### config.mk
export PLATFORM = sky130hd
export DESIGN_NAME = lru_buffer_pool_with_pinning
export DESIGN_NICKNAME = d
export VERILOG_FILES = /design/src/hw/rtl/lbp_pkg.sv /design/src/hw/rtl/lbp_ram.sv /design/src/hw/rtl/lbp_ctrl.sv /design/src/hw/rtl/lbp_dp.sv /design/src/hw/rtl/lru_buffer_pool_with_pinning.sv
export SDC_FILE = /design/constraint.sdc
export NUM_CORES = 1
export LEC_CHECK = 0
export BUFFER_PORTS_ARGS = -buffer_cell sky130_fd_sc_hd__buf_2
export CORE_MARGIN = 4
export CORE_UTILIZATION = 45
export CTS_BUF_LIST = sky130_fd_sc_hd__clkbuf_16
export DETAILED_ROUTE_END_ITERATION = 12
export HOLD_SLACK_MARGIN = 0.02
export PLACE_DENSITY = 0.58
export SYNTH_ARGS = -nofsm -noshare
export SYNTH_HDL_FRONTEND = slang
export SYNTH_HIERARCHICAL = 1
export SYNTH_SLANG_ARGS = --single-unit
export TNS_END_PERCENT = 50
### constraint.sdc
create_clock -name clk -period 8.4 [get_ports clk]
set_clock_uncertainty 0.15 [all_clocks]
set_input_delay 1.68 -clock clk [delete_from_list [all_inputs] [get_ports clk]]
set_output_delay 1.68 -clock clk [all_outputs]
set_load 0.005 [all_outputs]
### src/hw/rtl/lbp_pkg.sv
package lbp_pkg;

	localparam int SLOTS_DEF = 16;
	localparam int FILE_W    = 8;
	localparam int BLOCK_W   = 20;
	localparam int TAG_W     = FILE_W + BLOCK_W;
	localparam int SLOT_W    = 4;

	typedef enum logic [2:0] {
		K_ACCESS = 3'd0,
		K_ALLOC  = 3'd1,
		K_REMOVE = 3'd2,
		K_PIN    = 3'd3,
		K_UNPIN  = 3'd4,
		K_DIRTY  = 3'd5
	} kind_t;

	typedef enum logic [2:0] {
		ST_HIT        = 3'd0,
		ST_MISS_FREE  = 3'd1,
		ST_EVICT      = 3'd2,
		ST_ALL_PINNED = 3'd3,
		ST_REMOVED    = 3'd4,
		ST_ABSENT     = 3'd5,
		ST_REFUSED    = 3'd6,
		ST_FLAGS      = 3'd7
	} status_t;

	typedef enum logic [1:0] {
		S_IDLE,
		S_SCAN,
		S_DRAIN,
		S_APPLY
	} state_t;

	typedef struct packed {
		logic load;
		logic scan;
		logic apply;
	} cmd_t;

	typedef struct packed {
		logic last;
	} sts_t;

endpackage

### src/hw/rtl/lbp_ram.sv
module lbp_ram import lbp_pkg::*; #(
	parameter int WIDTH = TAG_W,
	parameter int DEPTH = SLOTS_DEF
) (
	input  logic                     clk,
	input  logic                     wr_en,
	input  logic [$clog2(DEPTH)-1:0] wr_addr,
	input  logic [WIDTH-1:0]         wr_data,
	input  logic                     rd_en,
	input  logic [$clog2(DEPTH)-1:0] rd_addr,
	output logic [WIDTH-1:0]         rd_data
);

	logic [WIDTH-1:0] mem [DEPTH];

	always_ff @(posedge clk) begin
		if (wr_en) begin
			mem[wr_addr] <= wr_data;
		end
		if (rd_en) begin
			rd_data <= mem[rd_addr];
		end
	end

endmodule

### src/hw/rtl/lbp_ctrl.sv
module lbp_ctrl import lbp_pkg::*; (
	input  logic clk,
	input  logic arst_n,
	input  logic start,
	input  sts_t sts,
	output cmd_t cmd,
	output logic busy
);

	state_t state_q, state_d;

	always_ff @(posedge clk or negedge arst_n) begin
		if (!arst_n) begin
			state_q <= S_IDLE;
		end else begin
			state_q <= state_d;
		end
	end

	always_comb begin
		state_d = state_q;
		cmd     = '0;
		busy    = 1'b1;
		unique case (state_q)
			S_IDLE: begin
				busy = 1'b0;
				if (start) begin
					cmd.load = 1'b1;
					state_d  = S_SCAN;
				end
			end
			S_SCAN: begin
				cmd.scan = 1'b1;
				if (sts.last) begin
					state_d = S_DRAIN;
				end
			end
			S_DRAIN: begin
				state_d = S_APPLY;
			end
			S_APPLY: begin
				cmd.apply = 1'b1;
				state_d   = S_IDLE;
			end
			default: begin
				state_d = S_IDLE;
			end
		endcase
	end

endmodule

### src/hw/rtl/lbp_dp.sv
module lbp_dp import lbp_pkg::*; #(
	parameter int SLOTS = SLOTS_DEF
) (
	input  logic               clk,
	input  logic               arst_n,
	input  cmd_t               cmd,
	output sts_t               sts,
	input  logic [2:0]         kind,
	input  logic [FILE_W-1:0]  file_id,
	input  logic [BLOCK_W-1:0] block_index,
	output logic               done,
	output logic [2:0]         status,
	output logic [SLOT_W-1:0]  slot,
	output logic               fetch_needed,
	output logic               writeback_valid,
	output logic [FILE_W-1:0]  writeback_file,
	output logic [BLOCK_W-1:0] writeback_block
);

	localparam int IW = $clog2(SLOTS);
	localparam int AW = $clog2(SLOTS);

	logic [2:0]         kind_q;
	logic [FILE_W-1:0]  fid_q;
	logic [BLOCK_W-1:0] blk_q;

	logic [SLOTS-1:0] valid_q, pinned_q, dirty_q;
	logic [AW-1:0]    age_q [SLOTS];

	logic [IW-1:0]    idx_q;
	logic [IW-1:0]    cmp_idx_s1;
	logic             cmp_vld_s1;
	logic [TAG_W-1:0] rd_tag;

	logic             hit_q, free_q, best_q;
	logic [IW-1:0]    hit_idx_q, free_idx_q, best_idx_q;
	logic [AW-1:0]    best_age_q;
	logic [TAG_W-1:0] best_tag_q;

	logic          ram_we;
	logic [IW-1:0] sel;
	logic [AW-1:0] sel_age;
	logic          slot_en, front_en, front_all, rem_en, fill_en;
	logic          mark_dirty, set_pin, clr_pin;
	status_t       st;
	logic          fetch, wbv;

	assign sts.last = (idx_q == IW'(SLOTS - 1));

	lbp_ram #(
		.WIDTH(TAG_W),
		.DEPTH(SLOTS)
	) u_tag_ram (
		.clk    (clk),
		.wr_en  (ram_we),
		.wr_addr(sel),
		.wr_data({fid_q, blk_q}),
		.rd_en  (cmd.scan),
		.rd_addr(idx_q),
		.rd_data(rd_tag)
	);

	// scan address and compare stage
	always_ff @(posedge clk or negedge arst_n) begin
		if (!arst_n) begin
			idx_q      <= '0;
			cmp_vld_s1 <= 1'b0;
			hit_q      <= 1'b0;
			free_q     <= 1'b0;
			best_q     <= 1'b0;
		end else begin
			cmp_vld_s1 <= cmd.scan;
			if (cmd.load) begin
				idx_q  <= '0;
				hit_q  <= 1'b0;
				free_q <= 1'b0;
				best_q <= 1'b0;
			end else begin
				if (cmd.scan) begin
					idx_q <= idx_q + 1'b1;
				end
				if (cmp_vld_s1) begin
					if (valid_q[cmp_idx_s1] && rd_tag == {fid_q, blk_q} && !hit_q) begin
						hit_q <= 1'b1;
					end
					if (!valid_q[cmp_idx_s1] && !free_q) begin
						free_q <= 1'b1;
					end
					if (valid_q[cmp_idx_s1] && !pinned_q[cmp_idx_s1] &&
							(!best_q || age_q[cmp_idx_s1] > best_age_q)) begin
						best_q <= 1'b1;
					end
				end
			end
		end
	end

	always_ff @(posedge clk) begin
		cmp_idx_s1 <= idx_q;
		if (cmd.load) begin
			kind_q <= kind;
			fid_q  <= file_id;
			blk_q  <= block_index;
		end
		if (cmp_vld_s1) begin
			if (valid_q[cmp_idx_s1] && rd_tag == {fid_q, blk_q} && !hit_q) begin
				hit_idx_q <= cmp_idx_s1;
			end
			if (!valid_q[cmp_idx_s1] && !free_q) begin
				free_idx_q <= cmp_idx_s1;
			end
			if (valid_q[cmp_idx_s1] && !pinned_q[cmp_idx_s1] &&
					(!best_q || age_q[cmp_idx_s1] > best_age_q)) begin
				best_idx_q <= cmp_idx_s1;
				best_age_q <= age_q[cmp_idx_s1];
				best_tag_q <= rd_tag;
			end
		end
	end

	// decision for the transaction
	always_comb begin
		sel        = '0;
		slot_en    = 1'b0;
		front_en   = 1'b0;
		front_all  = 1'b0;
		rem_en     = 1'b0;
		fill_en    = 1'b0;
		mark_dirty = 1'b0;
		set_pin    = 1'b0;
		clr_pin    = 1'b0;
		st         = ST_ABSENT;
		fetch      = 1'b0;
		wbv        = 1'b0;
		priority if (kind_q == K_ACCESS || kind_q == K_ALLOC) begin
			if (hit_q) begin
				sel      = hit_idx_q;
				slot_en  = 1'b1;
				front_en = 1'b1;
				st       = ST_HIT;
			end else if (free_q) begin
				sel       = free_idx_q;
				slot_en   = 1'b1;
				front_en  = 1'b1;
				front_all = 1'b1;
				fill_en   = 1'b1;
				fetch     = 1'b1;
				st        = ST_MISS_FREE;
			end else if (best_q) begin
				sel      = best_idx_q;
				slot_en  = 1'b1;
				front_en = 1'b1;
				fill_en  = 1'b1;
				fetch    = 1'b1;
				wbv      = dirty_q[best_idx_q];
				st       = ST_EVICT;
			end else begin
				st = ST_ALL_PINNED;
			end
			mark_dirty = (kind_q == K_ALLOC) && slot_en;
		end else if (hit_q && (kind_q == K_REMOVE || kind_q == K_PIN ||
				kind_q == K_UNPIN || kind_q == K_DIRTY)) begin
			sel     = hit_idx_q;
			slot_en = 1'b1;
			if (kind_q == K_REMOVE) begin
				if (pinned_q[hit_idx_q]) begin
					st = ST_REFUSED;
				end else begin
					rem_en = 1'b1;
					st     = ST_REMOVED;
				end
			end else begin
				set_pin    = (kind_q == K_PIN);
				clr_pin    = (kind_q == K_UNPIN);
				mark_dirty = (kind_q == K_DIRTY);
				st         = ST_FLAGS;
			end
		end else begin
			st = ST_ABSENT;
		end
	end

	assign sel_age = age_q[sel];
	assign ram_we  = cmd.apply && fill_en;

	// per-slot flags and recency ranks
	always_ff @(posedge clk or negedge arst_n) begin
		if (!arst_n) begin
			valid_q  <= '0;
			pinned_q <= '0;
			dirty_q  <= '0;
			for (int j = 0; j < SLOTS; j++) begin
				age_q[j] <= '0;
			end
		end else if (cmd.apply) begin
			for (int j = 0; j < SLOTS; j++) begin
				if (front_en && IW'(j) != sel && valid_q[j] &&
						(front_all || age_q[j] < sel_age)) begin
					age_q[j] <= age_q[j] + 1'b1;
				end else if (rem_en && valid_q[j] && age_q[j] > sel_age) begin
					age_q[j] <= age_q[j] - 1'b1;
				end
			end
			if (front_en || rem_en) begin
				age_q[sel] <= '0;
			end
			if (fill_en) begin
				valid_q[sel]  <= 1'b1;
				pinned_q[sel] <= 1'b0;
				dirty_q[sel]  <= mark_dirty;
			end
			if (rem_en) begin
				valid_q[sel]  <= 1'b0;
				pinned_q[sel] <= 1'b0;
				dirty_q[sel]  <= 1'b0;
			end
			if (set_pin) begin
				pinned_q[sel] <= 1'b1;
			end
			if (clr_pin) begin
				pinned_q[sel] <= 1'b0;
			end
			if (mark_dirty && !fill_en) begin
				dirty_q[sel] <= 1'b1;
			end
		end
	end

	// result registers
	always_ff @(posedge clk or negedge arst_n) begin
		if (!arst_n) begin
			done <= 1'b0;
		end else begin
			done <= cmd.apply;
		end
	end

	always_ff @(posedge clk) begin
		if (cmd.apply) begin
			status          <= st;
			slot            <= slot_en ? SLOT_W'(sel) : '0;
			fetch_needed    <= fetch;
			writeback_valid <= wbv;
			writeback_file  <= wbv ? best_tag_q[TAG_W-1:BLOCK_W] : '0;
			writeback_block <= wbv ? best_tag_q[BLOCK_W-1:0] : '0;
		end
	end

endmodule

### src/hw/rtl/lru_buffer_pool_with_pinning.sv
// LRU buffer pool with pinning: tag store of SLOTS entries kept in recency order.
// Command channel: a transaction is accepted at a rising edge with start high
// and busy low; kind, file_id and block_index are sampled at that edge.
// Kinds: access, allocate, remove, pin, unpin, mark dirty.
// Result channel: done is high for exactly one cycle with status, slot,
// fetch_needed and the write-back fields; the receiver cannot hold it off.
// Sequence: the accepting edge starts the tag scan, then come a drain state
// and an apply state, and done rises after the apply state. busy drops in
// the cycle that done is high, so a new command may be accepted then.
// The scan reads the tag RAM one slot per cycle; the drain state covers
// the last compare and the apply state updates ranks and flags.
// One transaction is in flight at a time.
// Reset clears all valid, pinned, dirty flags and ranks at once; the tag RAM
// needs no clearing since only valid entries are matched. The block is ready
// once reset is released.
module lru_buffer_pool_with_pinning import lbp_pkg::*; #(
	parameter int SLOTS = SLOTS_DEF
) (
	input  logic               clk,
	input  logic               arst_n,
	input  logic               start,
	output logic               busy,
	input  logic [2:0]         kind,
	input  logic [FILE_W-1:0]  file_id,
	input  logic [BLOCK_W-1:0] block_index,
	output logic               done,
	output logic [2:0]         status,
	output logic [SLOT_W-1:0]  slot,
	output logic               fetch_needed,
	output logic               writeback_valid,
	output logic [FILE_W-1:0]  writeback_file,
	output logic [BLOCK_W-1:0] writeback_block
);

	cmd_t cmd;
	sts_t sts;

	lbp_ctrl u_ctrl (
		.clk   (clk),
		.arst_n(arst_n),
		.start (start),
		.sts   (sts),
		.cmd   (cmd),
		.busy  (busy)
	);

	lbp_dp #(
		.SLOTS(SLOTS)
	) u_dp (
		.clk            (clk),
		.arst_n         (arst_n),
		.cmd            (cmd),
		.sts            (sts),
		.kind           (kind),
		.file_id        (file_id),
		.block_index    (block_index),
		.done           (done),
		.status         (status),
		.slot           (slot),
		.fetch_needed   (fetch_needed),
		.writeback_valid(writeback_valid),
		.writeback_file (writeback_file),
		.writeback_block(writeback_block)
	);

endmodule
==> results of run 1 <==
==> synthesized netlist by cell type (5+ instances only) <==
cell         n  area, um2
nand4_1     30        188
o221ai_1     7       61.3
o31ai_1      6       45.0
and3_1      61        382
dfrtp_1    123       3080
nor2b_1     29        181
o22ai_1      5       31.3
a311oi_1     9       78.8
o21ai_1     10       50.1
mux2i_1     35        350
buf_6        6       67.6
buf_2       14       70.1
nand2_1    121        454
nor2_1      65        244
nand3_1     32        160
edfxtp_1   588      17700
a21oi_1     86        430
or4_1        9       67.6
o21a_1       5       37.5
or3_1       24        150
a211oi_1     7       52.6
ha_1       106       1330
o21ai_0    154        771
nor4_1       8       50.1
buf_12       5        100
mux4_1      15        394
nand2b_1     8       50.1
a22oi_1     73        548
mux4_2     139       3130
xor2_1      26        228
and2_1       7       43.8
inv_1       53        199
xnor2_1     19        166
o211ai_1    20        150
buf_1        9       33.8
clkbuf_1    55        206
a21o_1       7       52.6
a2111oi_0    6       52.6
mux2_2      11        124
nor3_1      32        160
==> cell type report <==
cell class,instances,area (um2)
Timing Repair Buffer,113,674
Inverter,57,214
Fill cell,6008,35000
Clock inverter,63,586
Clock buffer,77,1930
Multi-Input combinational cell,1236,11200
Tap cell,950,1190
Sequential cell,715,20800
==> sequential cells by signal (all words and copies together), names as in the netlist, 3 cells and up, named ones only <==
register and flops:
u_dp/hit_idx_q 4, u_dp/free_idx_q 4, u_dp/writeback_block 20, u_dp/best_tag_q 28, u_dp/age_q 64, u_dp/kind_q 3
u_dp/dirty_q 16, u_dp/blk_q 20, u_dp/writeback_file 8, u_dp/best_idx_q 4, u_dp/cmp_idx_s1 4, u_dp/fid_q 8
u_dp/best_age_q 4, u_dp/idx_q 4, u_dp/u_tag_ram/mem 448, u_dp/pinned_q 16, u_dp/u_tag_ram/rd_data 28, u_dp/slot 4
u_dp/status 3
==> per-stage QoR <==
step	hold WS, ps	worst slack (ps)	cells	total power [mW]	util
6_report	319	1820	3211	10.7	0.511
5_1_grt	334	1410	3211	11.2	0.511
4_1_cts	319	1930	3211	10.8	0.511
3_3_place_gp	302	2200	3071	7.40	0.476
3_5_place_dp	309	1990	3071	7.47	0.476
2_1_floorplan	288	1710	2106	6.57	-
==> cell families (layout without fill, tap and decap cells) <==
logic type / count (synthesis) / in the layout / share of synthesized area
mux: 201 / 201 / 0.123
flops: 715 / 715 / 0.639
fa+ha+maj: 106 / 106 / 0.0407
buf+inv: 155 / 310 / 0.0239
xor+xnor: 45 / 45 / 0.0121
compound gates: 442 / 442 / 0.0908
simple gates: 442 / 442 / 0.0703
==> routing by layer <==
layer,part of all wire,up-vias,track usage
met3,0.084,166,0.0456
li1,-,8602,-
met1,0.42,10300,0.333
met4,0.032,0,0.0745
met5,0,-,0
met2,0.46,860,0.361
==> worst max-delay path: cells and delay by family (launching register included) <==
kind,cells,cell delay [ps]
AOI/OAI and AO/OA,8,2860
adders and majority gates,1,310
buffers and inverters,2,1050
DFF,1,570
muxes,1,470
and+or+nand+nor,5,1050
==> final timing paths <==
check                                          start            endpoint  cells after the start
setup / recovery                      u_dp/kind_q[1]       u_dp/age_q[3]                     17
hold / removal             u_dp/u_tag_ram/rd_data[0]  u_dp/best_tag_q[0]                      0
setup reg to reg                      u_dp/kind_q[1]       u_dp/age_q[3]                     17
hold reg to reg            u_dp/u_tag_ram/rd_data[0]  u_dp/best_tag_q[0]                      0
max in group asynchronous                     arst_n       u_dp/idx_q[0]                      2
min in group asynchronous                     arst_n      u_dp/age_q[25]                      1
==> where the power goes <==
group | internal (mW) | switching (mW) | total, mW
logic | 1.11 | 1.59 | 2.69
clock network | 1.88 | 1.42 | 3.30
registers | 4.31 | 0.398 | 4.70
total | 7.29 | 3.41 | 10.7
==> impl_metrics.tcl, run 1 <==
set metrics [dict create \
    cts.repair.resized 0 \
    drive_above_1_share 0.190 \
    dr.pass1.iters 6 \
    place.gp.congestion 0.859 \
    initial_core_util 0.455 \
    grt_pass1_wl_um 132000 \
    syn_nets 2246 \
    avgSynthCellArea_um2 15.5 \
    rrSetupSlack_ps 1820 \
    clock.fmax_ghz 0.152 \
    clk_latency_ps 640 \
    cts-root-buf "clkbuf_16" \
    cts.path.max_buffers 3 \
    worst_pin_slew_ps 1240 \
    rows 98 \
    cts.clk_slew.worst_paths_ps 60 \
    ctsHoldBuffers 0 \
    dieArea_um2 76700 \
    cp.required_ps 8780 \
    p_per_area_nw_per_um2 293 \
    chipHeight_um 277 \
    cap_violations 0 \
    end_kind "flop" \
    slew_viol_final 0 \
    hold_violations 0 \
    io_pins 73 \
    drtIter0Drc 2222 \
    ant_nets 0 \
    final_cell_area_um2 36600 \
    wl_um 89600 \
    nets 2340 \
    finalCriticalPeriod_ps 6580 \
    synth_edf_count 588 \
    vias 20000 \
    grt_max_degree 88 \
    placed_area_um2 34100 \
    seq_area_frac_synth 0.639 \
    critPathMaxStageDelay_ps 980 \
    final_common_cell "edfxtp_1" \
    drc 0 \
    dp_hpwl_um 52600 \
    wl_per_cell_um 27.9 \
    worstSetupPathType "reg2reg" \
    grt_pass1_vias 19900 \
    synthArstFlopShare 0.172 \
    synth_cell_type_count 86 \
    setup_viol_count_final 0 \
    cp_max_fo 33 \
    synthToLayoutAreaGrowth_pct 12.3 \
    most-common-layout-cells "588 x edfxtp_1, 153 x o21ai_0, 139 x mux4_2" \
    clock_sinks 715 \
    cts_buffers 77 \
    rsz0062_at_grt "no" \
    slowest_stage "o31a_1" \
    diodes 0 \
    die_w_um 277 \
    max-vdd-ir-drop_v 0.000180 \
    cp.arrival_ps 6960 \
    synth_warnings 6 \
    tns_ps 0 \
    crit_chain "nor4b_4 -> buf_4 -> a22o_1 -> nor2_4 -> inv_2 -> a21oi_1 -> mux4_2 -> nand2_1 -> o31a_1 -> ha_1 -> nor2b_1 -> o211ai_1 -> a21oi_1 -> a311oi_1 -> a22oi_1 -> or3_1 -> a21oi_1" \
    hp-class "reg2reg" \
    period_share 0.783 \
    outcome "complete, no violations" \
    grt-ovfl-total 0 \
    p_leak_nw 12.9 \
    synth_top_flop_cell "edfxtp_1" \
    path_common_cell "a21oi_1" \
    track_usage 0.232 \
    relSlewSlack 0.171 \
    cts_setup_buffers 0 \
    startpoint_type "flop" \
    viasPerCell 6.22 \
    syn_area_um2 32600 \
    synthCells 2106 \
    synth_seq_cells 715 \
    cts_tree "yes" \
    grt_antenna_before_repair 1 \
    htree_levels 3 \
    coreArea_um2 71600 \
    portBuffers 72 \
]
Note: power is estimated with default switching activity, not from simulation.
==> run 2, diff against run 1 <==
Clock period 8.4 ns to 6.5 ns, I/O delays scaled along.
==> impl_metrics.tcl, run 2 (synthesis results as in run 1) <==
set metrics [dict create \
    viasPerCell 6.27 \
    seqCellArea_um2 20800 \
    die_w_um 277 \
    max-vdd-ir-drop_v 0.000273 \
    dr.pass1.iters 5 \
    rows 98 \
    cts.clk_slew.worst_paths_ps 60 \
    most-common-layout-cells "588 x edfxtp_1, 153 x o21ai_0, 139 x mux4_2" \
    grt_pass1_wl_um 134000 \
    grt_pass1_vias 20000 \
    worstHoldEndpoint "u_dp/best_tag_q[27]" \
    cp.required_ps 6890 \
    worst_pin_slew_ps 1230 \
    coreArea_um2 71600 \
    initial_core_util 0.455 \
    critPathMaxStageDelay_ps 800 \
    drive_above_1_share 0.195 \
    end_kind "flop" \
    tns_ps 0 \
    dp_hpwl_um 56300 \
    min_path_cells 0 \
    worstSetupPathType "reg2reg" \
    htree_levels 3 \
    cp.arrival_ps 6440 \
    cts_tree "yes" \
    final_cell_area_um2 36600 \
    clock_sinks 715 \
    slew_viol_final 0 \
    path_common_cell "a21oi_1" \
    rsz0062_at_grt "no" \
    p_leak_nw 12.9 \
    diodes 0 \
    clock.fmax_ghz 0.165 \
    grt_max_degree 78 \
    synthToLayoutAreaGrowth_pct 12.5 \
    crit_chain "a21boi_2 -> a22o_1 -> nor2_4 -> inv_2 -> buf_4 -> nand2_1 -> and3_1 -> a311oi_1 -> o31ai_2 -> buf_4 -> ha_1 -> a21oi_1 -> a21oi_1 -> a311oi_1 -> a22oi_1 -> or3_1 -> a21oi_1" \
    multi_input_area_um2 11200 \
    dieArea_um2 76700 \
    cts.path.max_buffers 3 \
    regMostFlops "u_dp/u_tag_ram/mem" \
    nets 2345 \
    cts_buffers 78 \
    clk_latency_ps 640 \
    portBuffers 72 \
    track_usage 0.233 \
    cap_violations 0 \
    placed_area_um2 34100 \
    finalCriticalPeriod_ps 6050 \
    rr_startpoint "u_dp/kind_q[2]" \
    cts_setup_buffers 0 \
    cp_top_family "compound AO/OA/AOI/OAI gates" \
    outcome "complete, no violations" \
    hold_violations 0 \
    drc 0 \
    startpoint_type "flop" \
    dp.cells 3075 \
    grt_antenna_before_repair 3 \
    p_per_area_nw_per_um2 381 \
    place.gp.congestion 0.895 \
    ctsHoldBuffers 0 \
    path_buf_inv 3 \
    r2r-end "u_dp/age_q[3]" \
    worstRegToRegCells 17 \
    stdcell_count 3216 \
    cp_max_fo 32 \
    grt-ovfl-total 0 \
    vias 20200 \
    slowest_stage "nor2_4" \
    hp-class "reg2reg" \
    ant_nets 0 \
    relSlewSlack 0.180 \
    wl_um 90600 \
    cts-root-buf "clkbuf_16" \
    hp-start "u_dp/u_tag_ram/rd_data[27]" \
    hold_ws_ps 318 \
    final_common_cell "edfxtp_1" \
    setup_viol_count_final 0 \
    chipHeight_um 277 \
    fill_cells 5990 \
    reg_top3 "u_dp/u_tag_ram/mem: 448 flops, u_dp/age_q: 64 flops" \
    cts.repair.resized 0 \
    io_pins 73 \
    largest_register_ffs 448 \
    drtIter0Drc 2099 \
    rrSetupSlack_ps 450 \
    period_share 0.931 \
    wl_per_cell_um 28.2 \
]
-- run 2: cell types whose count changed in the layout (fill, tap and decap cells not counted), moves of 2 or more --
cell / change
clkinv_16: -2
buf_4: +3
inv_6: +2
clkinv_4: -2
clkbuf_16: +2
inv_1: -8
clkinv_2: +6
-- run 2: how the worst max path moves through the flow --
stage,cells past startpoint,start,end,slack [ps]
final,17,u_dp/kind_q[2],u_dp/age_q[3],450
after global routing,17,u_dp/kind_q[2],u_dp/age_q[3],260
after CTS,15,u_dp/kind_q[2],u_dp/age_q[62],650
after detailed placement,15,u_dp/kind_q[2],u_dp/age_q[62],640
after global placement,15,u_dp/kind_q[2],u_dp/age_q[62],860
after floorplan,8,u_ctrl/state_q[1],u_dp/u_tag_ram/mem[0][0],1030
-- run 2: stage by stage --
stage / setup WS, ps / utilization / total power, mW
3_3_place_gp: 864 / 0.476 / 9.63
6_report: 450 / 0.512 / 14.0
2_1_floorplan: 1030 / - / 8.49
4_1_cts: 650 / 0.512 / 14.1
5_1_grt: 264 / 0.512 / 14.6
3_5_place_dp: 640 / 0.476 / 9.72
-- run 2: layout make-up --
cell class	instances	share of cell area
inverters	57	0.00584
multi-input cells	1236	0.305
clock inverters	62	0.0154
flip-flops and latches	715	0.568
well taps	950	0.0324
repair buffers	117	0.0196
clock buffers	79	0.0540
-- run 2: metal layers --
layer	up-vias	GRT usage	routed length [um]	share of wire
met5	-	0	13	0.00014
met4	2	0.0551	1840	0.020
met3	143	0.0377	6720	0.074
met2	859	0.355	41400	0.46
met1	10600	0.354	40700	0.45
li1	8618	-	-	-
-- run 2: report_power, final --
part | total [mW] | switching (mW) | internal [mW]
Combinational | 3.51 | 2.06 | 1.45
Clock | 4.34 | 1.83 | 2.51
Sequential | 6.12 | 0.556 | 5.56
Total | 14.0 | 4.45 | 9.52
